$ cat src/hw/rtl/ipc_pkg.sv
// Package for the irrigation pump controller.
// Holds field types, register indexes, reset values and LED codes; no dependencies.
`default_nettype none

package ipc_pkg;

  localparam int unsigned PctW = 7;
  localparam int unsigned MsW  = 32;

  typedef logic [PctW-1:0] pct_t;
  typedef logic [MsW-1:0]  ms_t;

  typedef enum logic [1:0] {
    CFG_MOIST_LOW  = 2'd0,
    CFG_MOIST_HIGH = 2'd1,
    CFG_WATER_MAX  = 2'd2,
    CFG_PERIOD     = 2'd3
  } cfg_idx_t;

  typedef enum logic [1:0] {
    LED_OK    = 2'd0,
    LED_ALERT = 2'd1,
    LED_WATER = 2'd2
  } led_t;

  localparam pct_t MoistLowReset  = pct_t'(30);
  localparam pct_t MoistHighReset = pct_t'(70);
  localparam ms_t  WaterMaxReset  = ms_t'(10000);
  localparam ms_t  PeriodReset    = ms_t'(1000);
  localparam ms_t  WaterStepMs    = ms_t'(100);

endpackage

`default_nettype wire

$ cat src/hw/rtl/irrigation_pump_controller.sv
// Irrigation pump controller: mode, pump and LED control, one result per control item.
// Depends on ipc_pkg.
`default_nettype none

// Each accepted item is one control tick; its result appears in the output register
// on the next cycle and a new item is taken every cycle unless the output register
// is full and stalled. The single result register follows the update logic; the state
// (mode, pump, watering time, last check time) is updated at the same edge that
// accepts the item.
module irrigation_pump_controller (
  input  wire logic            clk,
  input  wire logic            rst,
  input  wire logic            cfg_wr_en,
  input  wire logic [1:0]      cfg_index,
  input  wire ipc_pkg::ms_t    cfg_data,
  input  wire logic            in_valid,
  output logic                 in_stall,
  input  wire ipc_pkg::pct_t   moisture,
  input  wire logic            mode_button,
  input  wire logic            water_button,
  input  wire ipc_pkg::ms_t    time_now_ms,
  output logic                 out_valid,
  input  wire logic            out_stall,
  output logic                 pump_on,
  output logic                 manual_mode,
  output logic [1:0]           led_code,
  output logic                 mode_toggled,
  output logic                 watering_started,
  output logic                 watering_stopped
);
  import ipc_pkg::*;

  pct_t moist_low;
  pct_t moist_high;
  ms_t  water_max;
  ms_t  period;

  logic manual_flag;
  logic pump_running;
  ms_t  elapsed;
  ms_t  last_check;

  logic manual_next;
  logic pump_kept;
  logic start_manual;
  logic check_due;
  logic start_auto;
  logic started;
  logic pump_active;
  ms_t  elapsed_base;
  logic [MsW:0] elapsed_sum;
  ms_t  elapsed_next;
  logic stop;
  logic pump_next;
  logic dry;
  led_t led_next;
  logic accept;

  assign in_stall = out_valid & out_stall;
  assign accept   = in_valid & ~in_stall;

  always_comb begin
    manual_next  = manual_flag ^ mode_button;
    pump_kept    = pump_running & ~(mode_button & manual_next);
    start_manual = manual_next & water_button & ~pump_kept;
    check_due    = ~manual_next & ((time_now_ms - last_check) >= period);
    dry          = moisture < moist_low;
    start_auto   = check_due & ~pump_kept & dry;
    started      = start_manual | start_auto;
    pump_active  = pump_kept | started;
    elapsed_base = started ? '0 : elapsed;
    elapsed_sum  = {1'b0, elapsed_base} + {1'b0, WaterStepMs};
    elapsed_next = elapsed_sum[MsW] ? '1 : elapsed_sum[MsW-1:0];
    stop         = pump_active &
                   ((elapsed_next >= water_max) | (~manual_next & (moisture >= moist_high)));
    pump_next    = pump_active & ~stop;
    priority if (pump_next) begin
      led_next = LED_WATER;
    end else if (dry) begin
      led_next = LED_ALERT;
    end else begin
      led_next = LED_OK;
    end
  end

  always_ff @(posedge clk) begin
    if (rst) begin
      moist_low  <= MoistLowReset;
      moist_high <= MoistHighReset;
      water_max  <= WaterMaxReset;
      period     <= PeriodReset;
    end else if (cfg_wr_en) begin
      unique case (cfg_idx_t'(cfg_index))
        CFG_MOIST_LOW:  moist_low  <= cfg_data[PctW-1:0];
        CFG_MOIST_HIGH: moist_high <= cfg_data[PctW-1:0];
        CFG_WATER_MAX:  water_max  <= cfg_data;
        CFG_PERIOD:     period     <= cfg_data;
        default: ;
      endcase
    end
  end

  always_ff @(posedge clk) begin
    if (rst) begin
      manual_flag  <= 1'b0;
      pump_running <= 1'b0;
      elapsed      <= '0;
      last_check   <= '0;
    end else if (accept) begin
      manual_flag  <= manual_next;
      pump_running <= pump_next;
      if (pump_active) begin
        elapsed <= elapsed_next;
      end
      if (check_due) begin
        last_check <= time_now_ms;
      end
    end
  end

  always_ff @(posedge clk) begin
    if (rst) begin
      out_valid <= 1'b0;
    end else if (accept) begin
      out_valid <= 1'b1;
    end else if (~out_stall) begin
      out_valid <= 1'b0;
    end
  end

  always_ff @(posedge clk) begin
    if (accept) begin
      pump_on          <= pump_next;
      manual_mode      <= manual_next;
      led_code         <= led_next;
      mode_toggled     <= mode_button;
      watering_started <= started;
      watering_stopped <= stop;
    end
  end

  a_accept_gives_result: assert property (@(posedge clk) disable iff (rst)
    accept |=> out_valid)
    else $error("accepted item produced no result");

  a_pump_led: assert property (@(posedge clk) disable iff (rst)
    out_valid |-> (pump_on == (led_code == LED_WATER)))
    else $error("LED code disagrees with pump state");

  a_stop_clears_pump: assert property (@(posedge clk) disable iff (rst)
    (out_valid && watering_stopped) |-> !pump_on)
    else $error("pump on after stop event");

  a_start_sets_pump: assert property (@(posedge clk) disable iff (rst)
    (out_valid && watering_started && !watering_stopped) |-> pump_on)
    else $error("pump off after start event");

  a_state_matches_out: assert property (@(posedge clk) disable iff (rst)
    accept |=> (pump_running == pump_on) && (manual_flag == manual_mode))
    else $error("state and result registers diverge");

endmodule

`default_nettype wire

$ cat config.mk
export PLATFORM = sky130hd
export DESIGN_NAME = irrigation_pump_controller
export DESIGN_NICKNAME = d
export VERILOG_FILES = /design/src/hw/rtl/ipc_pkg.sv /design/src/hw/rtl/irrigation_pump_controller.sv
export SDC_FILE = /design/constraint.sdc
export NUM_CORES = 1
export LEC_CHECK = 0
export BUFFER_PORTS_ARGS = -buffer_cell sky130_fd_sc_hd__buf_2
export CORE_UTILIZATION = 45
export CTS_BUF_LIST = sky130_fd_sc_hd__clkbuf_16
export DETAILED_ROUTE_END_ITERATION = 8
export HOLD_SLACK_MARGIN = 0.12
export SLEW_MARGIN = 25
export SYNTH_ARGS = -nofsm -noshare
export SYNTH_HDL_FRONTEND = slang
export SYNTH_SLANG_ARGS = --single-unit
export TNS_END_PERCENT = 5
$ cat constraint.sdc
create_clock -name clk -period 11.7 [get_ports clk]
set_input_delay 2.925 -clock clk [delete_from_list [all_inputs] [get_ports clk]]
set_output_delay 2.925 -clock clk [all_outputs]
set_load 0.005 [all_outputs]
==> results.json, run 1 <==
{
  "status": "complete, no violations",
  "synth-main-ff-cell": "dfxtp_1",
  "coreArea_um2": 21200,
  "drive_gt1_share_pct": 10.9,
  "slew_viol_final": 0,
  "synth_edf_count": 7,
  "setup.worst_path.end_class": "flop",
  "post_cts_buffers": 0,
  "gp_congestion": 0.898,
  "synth_common_cells": "nand2_1, a21oi_1, dfxtp_1",
  "synth_cells": 1259,
  "p_per_area_nw_per_um2": 133,
  "antenna_found_initial": 0,
  "postSynthAreaPerCell_um2": 7.74,
  "final_cell_area_um2": 11000,
  "slowest_stage": "a21oi_1",
  "grt_pass1_wl_mm": 40.2,
  "drc": 0,
  "grt_start_max_net_pins": 85,
  "syn_area_um2": 9750,
  "combPwrFrac_pct": 25.0,
  "crit_start": "time_now_ms[1]",
  "leakagePower_nw": 4.53,
  "hold_viol_final": 0,
  "start_util_pct": 46.1,
  "fin_util_pct": 52.0,
  "layout.cells.non_filler": 1614,
  "yosys.area.top_type_share_pct": 29.8,
  "crit-reg2reg-launch": "last_check[1]",
  "avgViaCountPerCell": 5.33,
  "critPathKind": "input port to flop",
  "areaGrowthSynthToFinish_pct": 12.8,
  "wirelength_mm": 23.8,
  "ys.warnings.count": 0,
  "pwr-share-clk_pct": 36.7,
  "synth_xor_area_share_pct": 4.22,
  "clk_pin_slew_worst_paths_ps": 60,
  "clock_tree.root_cell": "clkbuf_16",
  "pin_count": 89,
  "yosys.area_share.adder_pct": 14.3,
  "fin_crit_sh_pct": 94.6,
  "min_from": "moist_high[3]",
  "synth_mux_area_share_pct": 3.39,
  "drt-pass1-iter-count": 5,
  "cp.required_ps": 11860,
  "nNetsFinal": 1517,
  "synth.net_count": 1450,
  "cts.sinks": 152,
  "power_switching_mw": 0.456,
  "die-area_um2": 22300,
  "finalClockSkew_ps": 11.3,
  "yosys.area_share.simple_pct": 19.1,
  "row_count": 53,
  "synth_top_cell_by_area": "dfxtp_1",
  "dpl.hpwl_mm": 17.3,
  "setup_tns_ps": 0,
  "hold_path.class": "flop to flop",
  "crit_top_cell": "a21oi_1",
  "cts-buffers-inserted": 17,
  "grt_setup_unrepaired": "false",
  "die_h_um": 149,
  "drtIter0Drc": 460,
  "grt_pass1_vias": 8081,
  "fmaxAchievable_ghz": 0.0903,
  "htreeDepth": 4,
  "dp.cells": 1582,
  "synth.most_common_cell": "nand2_1",
  "ys_seq_elements": 152,
  "cts_tree": "done",
  "port_buffers": 88,
  "num_vias": 8600,
  "power_frac_seq_pct": 38.3,
  "ys_seq_area_share_pct": 31.9,
  "clkLatencyLatePin_ps": 430,
  "synth_area_leaders": "dfxtp_1, ha_1, a21oi_1",
  "switching_share_pct": 31.1,
  "tightest_slew_ps": 953,
  "grt_util_all_layers_pct": 22.5,
  "diodes": 0,
  "worstPathMaxFanout": 16,
  "cp-start-kind": "input port",
  "grt.overflow.total": 0,
  "async_flop_share_pct": 0,
  "cp.arrival_ps": 11230,
  "drv_cap": 0,
  "die_w_um": 149,
  "setup_viol": 0,
  "synth_top_family_by_area": "compound AO/OA/AOI/OAI gates",
  "clock_path_buffers": 2,
  "slew-limit-headroom_pct": 36.4,
  "routedWlPerCell_um": 14.7,
  "total_power_mw": 1.46,
  "final_antenna_net_count": 0,
  "min_period_ps": 11070,
  "vdd_ir_drop_max_uv": 81.3,
  "worst_path_largest_cell_delay_ps": 430,
  "post_synth_num_cell_types": 64,
  "cellInternalPower_mw": 1.01,
  "synth_compound_area_share_pct": 20.0,
  "place_area_um2": 10400
}
worst paths after layout:
kind	end	slack [ps]	cells after the start
worst max-delay path	led_code[0]	630	37
worst min register to register	moist_high[3]	450	2
worst min-delay path	moist_high[3]	450	2
worst max register to register	led_code[0]	2870	37
critical path: cells and delay by family:
| family | cells | cell delay (ps) |
|---|---|---|
| AO/OA/AOI/OAI | 20 | 4790 |
| AND/OR/NAND/NOR | 12 | 2320 |
| adder cells (fa/ha/maj) | 4 | 1050 |
| buffers and inverters | 1 | 120 |
registers in the layout, indices dropped and copies added, names as in the netlist:
name and cells:
period 32, last_check 32, watering_stopped 1, manual_flag 1, moist_low 7, water_max 32
manual_mode 1, moist_high 7, mode_toggled 1, led_code 2, elapsed 32, pump_on 1
watering_started 1, out_valid 1, pump_running 1
placed cells by master (no fill, tap or decap), drive strengths merged, types with 35 or more instances in the layout:
master	count
nand2	187
a21oi	164
dfxtp	145
inv	128
ha	110
buf	100
nor2	96
o21ai	39
a21o	35
xnor2	35
kinds of logic after synthesis:
logic type | Yosys count
compound gates | 320
xor+xnor | 47
fa+ha+maj | 111
buf+inv | 178
flops | 152
mux | 33
simple gates | 418
metrics by stage:
step           worst slack (ps)  hold WS, ps
3_3_place_gp                374          440
4_1_cts                     460          456
3_5_place_dp                123          448
2_1_floorplan               970          432
5_1_grt                    70.0          464
6_report                    629          454
power by group through the flow:
stage | registers (mW) | logic (mW) | clock network (mW)
6_report | 0.561 | 0.366 | 0.537
4_1_cts | 0.561 | 0.368 | 0.548
2_1_floorplan | 0.570 | 0.271 | 0
3_5_place_dp | 0.573 | 0.365 | 0
5_1_grt | 0.564 | 0.417 | 0.568
3_3_place_gp | 0.572 | 0.360 | 0
metal layers:
metal	routed length [um]	share of wire, %	vias up	GRT usage [%]
li1	-	-	4474	-
met4	329	1.4	0	6.53
met3	972	4.1	24	3.61
met5	0	0	-	0
met2	10700	45	199	36.2
met1	11800	50	3903	30.8
layout make-up:
type / count / area [um2]
Inverter: 126 / 473
Clock buffer: 17 / 425
Fill cell: 2079 / 10200
Timing Repair Buffer: 100 / 533
Sequential cell: 152 / 3110
Multi-Input combinational cell: 929 / 5970
Clock inverter: 15 / 140
Tap cell: 275 / 344
what timing repair did:
action / 4_1_cts / 5_1_grt
setup endpoints to repair: 0 / 2
resized for setup: 0 / 1
hold buffers: 0 / 0
endpoints found under the hold margin: 0 / 0
Power figures use the tool's default switching activity.
==> inputs of run 2 (changes only) <==
--- a/config.mk
+++ b/config.mk
@@ -6,10 +6,12 @@
 export NUM_CORES = 1
 export LEC_CHECK = 0
 export BUFFER_PORTS_ARGS = -buffer_cell sky130_fd_sc_hd__buf_2
-export CORE_UTILIZATION = 45
+export CORE_UTILIZATION = 60
 export CTS_BUF_LIST = sky130_fd_sc_hd__clkbuf_16
 export DETAILED_ROUTE_END_ITERATION = 8
 export HOLD_SLACK_MARGIN = 0.12
+export MAX_ROUTING_LAYER = met4
+export PLACE_DENSITY = 0.8
 export SLEW_MARGIN = 25
 export SYNTH_ARGS = -nofsm -noshare
 export SYNTH_HDL_FRONTEND = slang
==> run 2 against run 1 <==
  * Combinational power about the same
  * Register-to-register slack improved by 40 ps
  * Final area decreased by 0.37%
  * Sequential share of layout area increased by 0.11 points
  * Worst setup slack improved by 39 ps
  * First-iteration DRC count increased by 50%
  * Sequential cell count unchanged
  * Utilization increased by 17 points
  * Routed wire length decreased by 5.5%
  * Non-clock buffer count increased by 1
==> results.json, run 2 (same netlist as run 1, synthesis figures left out) <==
{
  "status": "complete, no violations",
  "htreeDepth": 4,
  "finalClockSkew_ps": 9.20,
  "grt_start_max_net_pins": 78,
  "p_per_area_nw_per_um2": 135,
  "hold_ws_ps": 455,
  "cts-buffers-inserted": 17,
  "r2r_cells": 38,
  "cp.required_ps": 11860,
  "dpl.hpwl_mm": 16.3,
  "slew_viol_final": 0,
  "final_antenna_net_count": 0,
  "place_area_um2": 10400,
  "min_period_ps": 11030,
  "cts.sinks": 152,
  "cp.arrival_ps": 11190,
  "coreArea_um2": 15900,
  "ctsHoldBuffers": 0,
  "setup.worst_path.end_class": "flop",
  "fillers": 1322,
  "fin_crit_sh_pct": 94.3,
  "final_cell_area_um2": 11000,
  "met3_length_mm": 1.08,
  "drv_cap": 0,
  "clock_path_buffers": 2,
  "gp_congestion": 0.884,
  "clock_tree.root_cell": "clkbuf_16",
  "row_count": 46,
  "grt.overflow.total": 0,
  "worst_path_largest_cell_delay_ps": 410,
  "critPathTopFamily": "compound AO/OA/AOI/OAI gates",
  "antenna_found_initial": 0,
  "slowest_stage": "o31ai_1",
  "setup_viol": 0,
  "clkLatencyLatePin_ps": 420,
  "grt_setup_unrepaired": "false",
  "setup_tns_ps": 0,
  "wl_met1_mm": 10.6,
  "fin_util_pct": 69.0,
  "start_util_pct": 61.4,
  "cts_tree": "done",
  "die_w_um": 129,
  "final_common_cell": "nand2_1",
  "nNetsFinal": 1518,
  "dp.cells": 1524,
  "vdd_ir_drop_max_uv": 123,
  "port_buffers": 88,
  "grt_pass1_wl_mm": 38.1,
  "avgViaCountPerCell": 5.67,
  "clk_pin_slew_worst_paths_ps": 70,
  "die-area_um2": 16800,
  "areaGrowthSynthToFinish_pct": 12.3,
  "diodes": 0,
  "drive_gt1_share_pct": 11.2,
  "fmaxAchievable_ghz": 0.0906,
  "hold_depth": 2,
  "grt_util_all_layers_pct": 29.2,
  "hold_viol_final": 0,
  "crit_cells": 38,
  "leakagePower_nw": 4.53,
  "num_vias": 8824,
  "cp-start-kind": "input port",
  "critPathKind": "input port to flop",
  "wirelength_mm": 22.5,
  "slew-limit-headroom_pct": 41.1,
  "drtIter0Drc": 689,
  "dr.max_layer_used": "met4",
  "routedWlPerCell_um": 14.5,
  "grt_pass1_vias": 8143,
  "drt-pass1-iter-count": 5,
  "layout.cells.non_filler": 1556,
  "tightest_slew_ps": 884,
  "drc": 0,
  "pin_count": 89,
  "die_h_um": 129,
  "post_cts_buffers": 0,
  "cp_num_buf_inv": 2,
  "hold_path.class": "flop to flop",
  "final_cell_mix": "nand2_1, a21oi_1, dfxtp_1, inv_1, ha_1",
  "cts_resized": 0,
  "met2_length_mm": 10.5,
  "worstPathMaxFanout": 14
}
## run 2: changes by cell type in the layout (fill, tap and decap cells not counted)
| cell | before | now |
|---|---|---|
| nand2_1 | 186 | 187 |
| a21oi_2 | 0 | 1 |
| clkbuf_16 | 17 | 18 |
| nand2_2 | 1 | 0 |
| a21oi_1 | 164 | 163 |
| inv_6 | 0 | 4 |
| inv_8 | 0 | 1 |
| clkinv_2 | 4 | 1 |
| buf_4 | 13 | 14 |
| clkinv_4 | 3 | 4 |
| bufinv_16 | 2 | 1 |
| inv_1 | 127 | 124 |
## run 2: per-layer routing
metal | vias to the layer above | track usage, %
li1 | 4482 | -
met1 | 4068 | 38.0
met2 | 248 | 46.6
met3 | 26 | 5.08
met4 | 0 | 8.41
met5 | - | -
## run 2: per-stage QoR
step                worst slack [ps]  power [mW]
floorplan                        970       0.841
global placement                 489       0.923
detailed placement               212       0.932
CTS                              605        1.48
global route                     110        1.55
finish                           668        1.48
## run 2: path summary, 6_finish.rpt
path             startpoint            end  slack (ps)
max          time_now_ms[1]    led_code[0]         670
min reg2reg   water_max[27]  water_max[27]         460
min           water_max[27]  water_max[27]         460
max reg2reg   last_check[1]    led_code[0]        2910
## run 2: area by class of cell
cell class,count,area (um2),area share [%]
Inverter,126,473,4.32
Multi-Input combinational cell,929,5970,54.5
Sequential cell,152,3110,28.4
Tap cell,216,270,2.47
Clock inverter,14,139,1.27
Timing Repair Buffer,101,541,4.93
Clock buffer,18,450,4.11
## run 2: worst min-delay path, cell delays in order, from the launching register on
cell     delay, ps
dfxtp_1        310
nand2_1         50
a21oi_1         50
## run 2: where the power goes
part,internal [mW],switching [mW]
clock,0.310,0.236
combinational,0.151,0.216
sequential,0.549,0.0129
